<file path="src/rtl/jbmp_pkg.sv">
// Package: result and error codes, field widths and the zigzag table for the marker parser.
package jbmp_pkg;

  localparam int unsigned MaxScansDefault      = 3;
  localparam int unsigned MaxHuffValuesDefault = 256;
  localparam int unsigned QuantEntries         = 64;

  localparam logic [7:0] MarkerPrefix = 8'hFF;

  typedef enum logic [3:0] {
    KIND_SCAN_BYTE = 4'd0,
    KIND_SEG_START = 4'd1,
    KIND_QUANT     = 4'd2,
    KIND_HCOUNT    = 4'd3,
    KIND_HVALUE    = 4'd4,
    KIND_FRAME     = 4'd5,
    KIND_RESTART   = 4'd6,
    KIND_SCAN_START = 4'd7,
    KIND_DONE      = 4'd8,
    KIND_ERROR     = 4'd9
  } kind_e;

  typedef enum logic [3:0] {
    ERR_NO_SOI      = 4'd0,
    ERR_APP0        = 4'd1,
    ERR_DQT         = 4'd2,
    ERR_SOF         = 4'd3,
    ERR_DHT         = 4'd4,
    ERR_DRI         = 4'd5,
    ERR_SOS         = 4'd6,
    ERR_UNSUPPORTED = 4'd7,
    ERR_BAD_MARKER  = 4'd8,
    ERR_TRUNCATED   = 4'd9,
    ERR_HUFF_OVFL   = 4'd10
  } err_e;

  typedef struct packed {
    logic [7:0] data_byte;
    logic       end_of_file;
  } in_item_t;

  typedef struct packed {
    logic [3:0]  result_kind;
    logic [1:0]  table_id;
    logic [7:0]  entry_index;
    logic [15:0] value_word;
    logic [15:0] frame_height;
    logic [7:0]  component_total;
    logic [15:0] segment_number;
    logic [1:0]  scan_number;
    logic [3:0]  error_code;
  } out_item_t;

  function automatic logic [5:0] zz_natural(input logic [5:0] k);
    logic [5:0] t [64];
    t = '{6'd0, 6'd1, 6'd8, 6'd16, 6'd9, 6'd2, 6'd3, 6'd10,
          6'd17, 6'd24, 6'd32, 6'd25, 6'd18, 6'd11, 6'd4, 6'd5,
          6'd12, 6'd19, 6'd26, 6'd33, 6'd40, 6'd48, 6'd41, 6'd34,
          6'd27, 6'd20, 6'd13, 6'd6, 6'd7, 6'd14, 6'd21, 6'd28,
          6'd35, 6'd42, 6'd49, 6'd56, 6'd57, 6'd50, 6'd43, 6'd36,
          6'd29, 6'd22, 6'd15, 6'd23, 6'd30, 6'd37, 6'd44, 6'd51,
          6'd58, 6'd59, 6'd52, 6'd45, 6'd38, 6'd31, 6'd39, 6'd46,
          6'd53, 6'd60, 6'd61, 6'd54, 6'd47, 6'd55, 6'd62, 6'd63};
    return t[k];
  endfunction

  function automatic logic [7:0] app0_expect(input logic [2:0] k);
    logic [7:0] r;
    case (k)
      3'd0:    r = 8'h4A;
      3'd1:    r = 8'h46;
      3'd2:    r = 8'h49;
      3'd3:    r = 8'h46;
      3'd4:    r = 8'h00;
      default: r = 8'h01;
    endcase
    return r;
  endfunction

endpackage

</file>
<file path="src/rtl/jbmp_stream_if.sv">
// Interface: valid/ready stream channel carrying one payload word.
interface jbmp_stream_if #(
  parameter type payload_t = logic
);
  logic     valid;
  logic     ready;
  payload_t payload;

  modport source (output valid, output payload, input ready);
  modport sink   (input valid, input payload, output ready);
endinterface

</file>
<file path="src/rtl/jbmp_out_reg.sv">
// Output register stage with a skid slot for the result channel.
module jbmp_out_reg import jbmp_pkg::*; (
  input  logic      clk_i,
  input  logic      rst_ni,
  input  logic      push_i,
  input  out_item_t item_i,
  output logic      space_o,
  jbmp_stream_if.source out_o
);
  logic      main_vld_q, skid_vld_q;
  out_item_t main_q, skid_q;

  assign space_o     = !skid_vld_q;
  assign out_o.valid = main_vld_q;
  assign out_o.payload = main_q;

  always_ff @(posedge clk_i or negedge rst_ni) begin
    if (!rst_ni) begin
      main_vld_q <= 1'b0;
      skid_vld_q <= 1'b0;
    end else begin
      if (!main_vld_q || out_o.ready) begin
        // advance: skid first, then the new request
        if (skid_vld_q) begin
          main_vld_q <= 1'b1;
          main_q     <= skid_q;
          skid_vld_q <= push_i;
          skid_q     <= item_i;
        end else begin
          main_vld_q <= push_i;
          main_q     <= item_i;
        end
      end else if (push_i) begin
        skid_vld_q <= 1'b1;
        skid_q     <= item_i;
      end
    end
  end

`ifndef ASSERT_OFF
  a_no_overflow: assert property (@(posedge clk_i) disable iff (!rst_ni)
    push_i |-> !skid_vld_q) else $error("result pushed into full skid");
  a_skid_implies_main: assert property (@(posedge clk_i) disable iff (!rst_ni)
    skid_vld_q |-> main_vld_q) else $error("skid holds without main");
  a_skid_hold: assert property (@(posedge clk_i) disable iff (!rst_ni)
    (skid_vld_q && !out_o.ready) |=> skid_vld_q && $stable(skid_q))
    else $error("skid lost");
`endif
endmodule

</file>
<file path="src/flat_wrapper.sv">
// flat-port wrapper written by rule: the top's interface ports become plain ports
module jbmp_out_reg_flat import jbmp_pkg::*;
  (clk_i, rst_ni, push_i, item_i, space_o, out_o_valid, out_o_payload, out_o_ready);
  jbmp_stream_if out_o_i ();
  input  logic clk_i;
  input  logic rst_ni;
  input  logic push_i;
  input  out_item_t item_i;
  output logic space_o;
  output wire logic [$bits(out_o_i.valid)-1:0] out_o_valid;
  output wire logic [$bits(out_o_i.payload)-1:0] out_o_payload;
  input wire logic [$bits(out_o_i.ready)-1:0] out_o_ready;
  assign out_o_valid = out_o_i.valid;
  assign out_o_payload = out_o_i.payload;
  assign out_o_i.ready = out_o_ready;
  jbmp_out_reg u_core (.clk_i(clk_i), .rst_ni(rst_ni), .push_i(push_i), .item_i(item_i), .space_o(space_o), .out_o(out_o_i));
endmodule
</file>
<file path="config.mk">
export PLATFORM = sky130hd
export DESIGN_NAME = jbmp_out_reg_flat
export DESIGN_NICKNAME = d
export VERILOG_FILES = /design/src/rtl/jbmp_pkg.sv /design/src/rtl/jbmp_stream_if.sv /design/src/rtl/jbmp_out_reg.sv /design/src/flat_wrapper.sv
export SDC_FILE = /design/constraint.sdc
export NUM_CORES = 1
export LEC_CHECK = 0
export BUFFER_PORTS_ARGS = -buffer_cell sky130_fd_sc_hd__buf_2
export CAP_MARGIN = 5
export CORE_MARGIN = 8
export CORE_UTILIZATION = 13
export CTS_CLUSTER_SIZE = 10
export DETAILED_ROUTE_END_ITERATION = 7
export PLACE_DENSITY_LB_ADDON = 0.12
export SLEW_MARGIN = 5
export SYNTH_ARGS = -nofsm -noshare
export SYNTH_HDL_FRONTEND = slang
export SYNTH_SLANG_ARGS = --single-unit
</file>
<file path="constraint.sdc">
create_clock -name clk_i -period 1.1 [get_ports clk_i]
set_input_delay 0.165 -clock clk_i [delete_from_list [all_inputs] [get_ports clk_i]]
set_output_delay 0.165 -clock clk_i [all_outputs]
set_load 0.1 [all_outputs]
</file>
==> flow_summary.yaml, run 1 <==
outcome:
  outcome: "finished, violations left"
  violations: "negative setup slack"
final_layout:
  area_growth_syn_to_layout_pct: 98.63
  n_antenna_cell: 0
  final_util: 0.2788
  stdcell_count: 47
  fin_area_um2: 362.8
  finalNetCount: 113
  drive_gt1_frac: 0.5625
yosys:
  postSynthAreaPerCell_um2: 12.18
  synth_cell_types: 10
  ys_top_cells_by_count: "4 x nand2_1, 2 x dfrtp_1, 2 x edfxtp_1"
  synthTopCellsByArea: "edfxtp_1 33%, dfrtp_1 27%, mux2_4 8.2%"
  yosysMostFrequentCell: "nand2_1"
  ys_ff_latch: 4
  yosys_warnings: 0
  yosys.area.top_type: "edfxtp_1"
  async_reset_ff_frac: 0.5000
  synth_area_um2: 182.7
  synth_top_flop_cell: "edfxtp_1"
  yosysTopAreaCellShare: 0.3288
  synthesis.instances: 15
  seq_area_frac_synth: 0.6027
  synth_nets: 95
  synth-edff-count: 2
place:
  io_buffers: 7
  place_area_um2: 292.8
  place_ws_ns: 0.03111
  gp_congestion: 0.6331
  dp.cells: 38
clock_network:
  clock_latency_ns: 0.24
  h-tree-depth: 1
  path_clk_slew_ns: 0.05
  cts_tree: "yes"
  clockRootBuffer: "clkbuf_4"
  cts_made_buffers: 3
  clk_path_buf_depth: 2
  cts_sinks: 4
detailed_routing:
  drtIter0Drc: 2
  drc: 0
  viasPerCell: 3.617
  vias: 170
  first_pass_iters: 4
  final_antenna_net_count: 0
  wl_um: 459
  wl_per_cell_um: 9.766
timing:
  max_freq_mhz: 848.6
  whs_ns: 0.1256
  hold_viol: 0
  final.setup.tns_ns: -0.07836
  min_period_ns: 1.178
  worstMarginPinSlew_ns: 0.1397
  slew_violations: 0
  finalCritPeriodShare: 1.071
  finalSetupViolations: 1
  setup_ws_ns: -0.07836
  max-slew-margin-rel: 0.9042
  fin_worst_skew_ns: 0.01187
  rsz0062_at_grt: "true"
die:
  core_area_um2: 1301
  dieWidth_um: 53.49
  pin_count: 83
  die_h_um: 53.49
  dieArea_um2: 2861
  rows: 13
  start_util: 0.1404
setup_path:
  worstSetupStartpointType: "flop"
  endpoint_kind: "output pin"
  r2r_cells: 2
  path_max_fanout: 2
  cp.arrival_ns: 1.01
  cp.required_ns: 0.94
  path_class: "reg2out"
grt:
  globalRoute.totalOverflow: 0
  grt_pass1_vias: 184
  grt_max_degree: 5
  grt_usage: 0.04136
  grt_first_pass_wirelength_um: 738
  antenna_found_initial: 0
power:
  power.leakage_nw: 0.1722
  power.total_mw: 0.6155
  p_per_area_nw_per_um2: 1696
  irDropWorstVdd_v: 0.0006195
hold_path:
  hp-class: "in2reg"
  holdPathStages: 1
run:
  maxCapViolCount: 0
[power by group]
part | internal [mW] | leakage, nW | switching, mW | total, mW
Sequential | 0.177 | 0.0403 | 0.00998 | 0.187
Combinational | 0.0967 | 0.117 | 0.124 | 0.221
Clock | 0.137 | 0.0150 | 0.0714 | 0.208
Total | 0.410 | 0.172 | 0.205 | 0.616
[layout make-up]
cell class | instances | area, µm²
clock buffer | 4 | 26.28
fill | 143 | 938.4
inverter | 1 | 3.754
multi-input combinational | 10 | 68.82
sequential | 4 | 113.9
tap | 15 | 18.77
timing repair buffer | 13 | 131.4
[cell families (layout without fill, tap and decap cells)]
| family | Yosys count | in the layout | synth area share |
|---|---|---|---|
| multiplexers | 2 | 2 | 0.1370 |
| flip-flops | 4 | 4 | 0.6028 |
| AO/OA/AOI/OAI | 1 | 1 | 0.02737 |
| AND/OR/NAND/NOR | 7 | 7 | 0.2123 |
| buffers and inverters | 1 | 18 | 0.02053 |
[metal layers]
layer / vias up / share of wire / global-route usage
li1: 84 / - / -
met1: 80 / 0.37 / 0.03628
met2: 6 / 0.51 / 0.05078
met3: 0 / 0.12 / 0.02801
met4: 0 / 0 / 0.06303
met5: - / 0 / 0
[sequential cells by signal, indices dropped and copies added (netlist names)]
register	flops
u_core.out_o.payload	1
u_core.out_o.valid	1
u_core.skid_q	1
u_core.skid_vld_q	1
[worst max-delay path: stages (launching register included)]
cell     delay (ns)
dfrtp_4        0.49
buf_6          0.13
buf_12         0.15
[repair_timing]
| action | CTS | global route |
|---|---|---|
| setup endpoints to repair | 2 | 2 |
| resized for setup | 1 | 0 |
| setup buffers | 2 | 2 |
| hold buffers | 1 | 0 |
| hold endpoints to repair | 2 | 0 |
[cell usage in the layout (no fill, tap or decap)]
cell type and n:
edfxtp_1 2, nor2_1 1, buf_2 4, inv_1 1, dfrtp_1 1, mux2_4 1
dfrtp_4 1, mux2i_1 1, nand2b_4 1, clkbuf_1 1, o21ai_1 1, buf_6 1
buf_4 4, dlygate4sd3_1 1, nand2_1 4, and2_1 1, clkbuf_4 3, buf_12 3
[worst paths after layout]
check                                    from                    to  slack (ns)
min                                 item_i[0]      u_core.skid_q[0]        0.13
max in group asynchronous              rst_ni    u_core.out_o.valid        0.65
min reg2reg                  u_core.skid_q[0]  u_core.out_o.payload        0.54
max reg2reg                u_core.out_o.valid      u_core.skid_q[0]        0.02
min in group asynchronous              rst_ni    u_core.out_o.valid        0.29
max                        u_core.out_o.valid           out_o_valid       -0.08
No activity file was read; power rests on OpenSTA's default activity.
==> run 2, diff against run 1 <==
--- a/config.mk
+++ b/config.mk
@@ -12,6 +12,7 @@
 export CTS_CLUSTER_SIZE = 10
 export DETAILED_ROUTE_END_ITERATION = 7
 export PLACE_DENSITY_LB_ADDON = 0.12
+export SETUP_SLACK_MARGIN = 0.02
 export SLEW_MARGIN = 5
 export SYNTH_ARGS = -nofsm -noshare
 export SYNTH_HDL_FRONTEND = slang
==> flow_summary.yaml, run 2 (same netlist as run 1, synthesis figures left out) <==
timing:
  slew_violations: 0
  max_freq_mhz: 848.0
  worstMarginPinSlew_ns: 0.1400
  whs_ns: 0.1260
  finalSetupViolations: 1
  hold_viol: 0
  rsz0062_at_grt: "true"
  min_period_ns: 1.179
  finalCritPeriodShare: 1.072
  fin_worst_skew_ns: 0.01212
  setup_ws_ns: -0.07921
  max-slew-margin-rel: 0.9040
final_layout:
  n_antenna_cell: 0
  stdcell_count: 47
  area_growth_syn_to_layout_pct: 100.7
  final_util: 0.2817
  num-fill-cells: 141
  final_cell_mix: "4 x nand2_1, 4 x buf_2, 3 x clkbuf_4, 3 x buf_12, 3 x buf_4"
  finalNetCount: 113
  drive_gt1_frac: 0.5938
place:
  dp.cells: 38
  io_buffers: 7
  place_ws_ns: 0.03111
  gp_congestion: 0.6331
power:
  p_per_area_nw_per_um2: 1692
  power.leakage_nw: 0.1724
  irDropWorstVdd_v: 0.0006294
grt:
  busiest_layer: "met4"
  antenna_found_initial: 0
  globalRoute.totalOverflow: 0
  grt_pass1_vias: 191
  grt_max_degree: 5
  grt_first_pass_wirelength_um: 752
  met2_usage: 0.05273
  grtUsageMet3: 0.02801
  use_met1: 0.03628
  grt_usage: 0.04192
clock_network:
  cts_made_buffers: 3
  cts_sinks: 4
  clock_latency_ns: 0.24
  clockRootBuffer: "clkbuf_4"
  path_clk_slew_ns: 0.05
  clk_path_buf_depth: 2
  h-tree-depth: 1
  cts_tree: "yes"
setup_path:
  worstSetupStartpointType: "flop"
  path_class: "reg2out"
  endpoint_kind: "output pin"
  path_max_fanout: 2
  cp.required_ns: 0.94
  cp.arrival_ns: 1.01
outcome:
  violations: "negative setup slack"
  outcome: "finished, violations left"
die:
  pin_count: 83
  rows: 13
  dieArea_um2: 2861
  core_area_um2: 1301
  die_h_um: 53.49
  start_util: 0.1404
  dieWidth_um: 53.49
detailed_routing:
  final_antenna_net_count: 0
  drc: 0
  drtIter0Drc: 1
  vias: 165
  first_pass_iters: 4
  wl_um: 459
  wl_per_cell_um: 9.766
  viasPerCell: 3.511
hold_path:
  hp-class: "in2reg"
run:
  maxCapViolCount: 0
==> run 2: changes by cell type in the layout (fill, tap and decap cells not counted) <==
cell	change
buf_4	-1
buf_6	+1
inv_2	+1
inv_1	-1
==> run 2: critical path, cell delays in order (launching register included) <==
cell,delay (ns)
dfrtp_4,0.49
buf_6,0.13
buf_12,0.15
==> run 2: per-layer routing <==
metal | up-vias | routed length [µm]
li1 | 84 | -
met1 | 75 | 170
met4 | 0 | 0
met3 | 0 | 55
met5 | - | 0
met2 | 6 | 233
==> run 2: worst paths after layout <==
path / from / to / slack (ns) / cells past startpoint
worst max register to register: u_core.out_o.valid / u_core.skid_q[0] / 0.02 / 2
worst min register to register: u_core.skid_q[0] / u_core.out_o.payload / 0.54 / 1
max in group asynchronous: rst_ni / u_core.out_o.valid / 0.66 / 2
worst max-delay path: u_core.out_o.valid / out_o_valid / -0.08 / 2
worst min-delay path: item_i[0] / u_core.skid_q[0] / 0.13 / 1
min in group asynchronous: rst_ni / u_core.out_o.valid / 0.29 / 2
==> run 2: layout make-up <==
type | instances | area [µm²] | share of cell area
multi-input combinational | 10 | 68.82 | 0.1877
clock buffer | 4 | 26.28 | 0.07167
timing repair buffer | 13 | 135.1 | 0.3686
tap | 15 | 18.77 | 0.05119
inverter | 1 | 3.754 | 0.01024
sequential | 4 | 113.9 | 0.3106
==> run 2: power by group <==
part           switching (mW)  internal [mW]  total (mW)
combinational           0.123          0.100       0.224
clock                  0.0711          0.137       0.208
sequential             0.0122          0.177       0.189
total                   0.207          0.414       0.620
==> run 2: timing repair <==
| item | 4_1_cts | 5_1_grt |
|---|---|---|
| resized for setup | 1 | 2 |
| setup endpoints to repair | 3 | 4 |
| gates cloned | 0 | 0 |
| setup buffers | 4 | 0 |
| endpoints found under the hold margin | 2 | 0 |
| hold buffers | 1 | 0 |
==> run 2: per-stage QoR <==
stage	area, µm²	total power, mW	setup TNS, ns
after floorplan	186.4	0.3059	-0.2534
after global placement	292.8	0.3792	0
after detailed placement	292.8	0.3805	0
after CTS	362.8	0.6305	-0.09484
after global routing	366.6	0.6597	-0.1434
final	366.6	0.6203	-0.07921
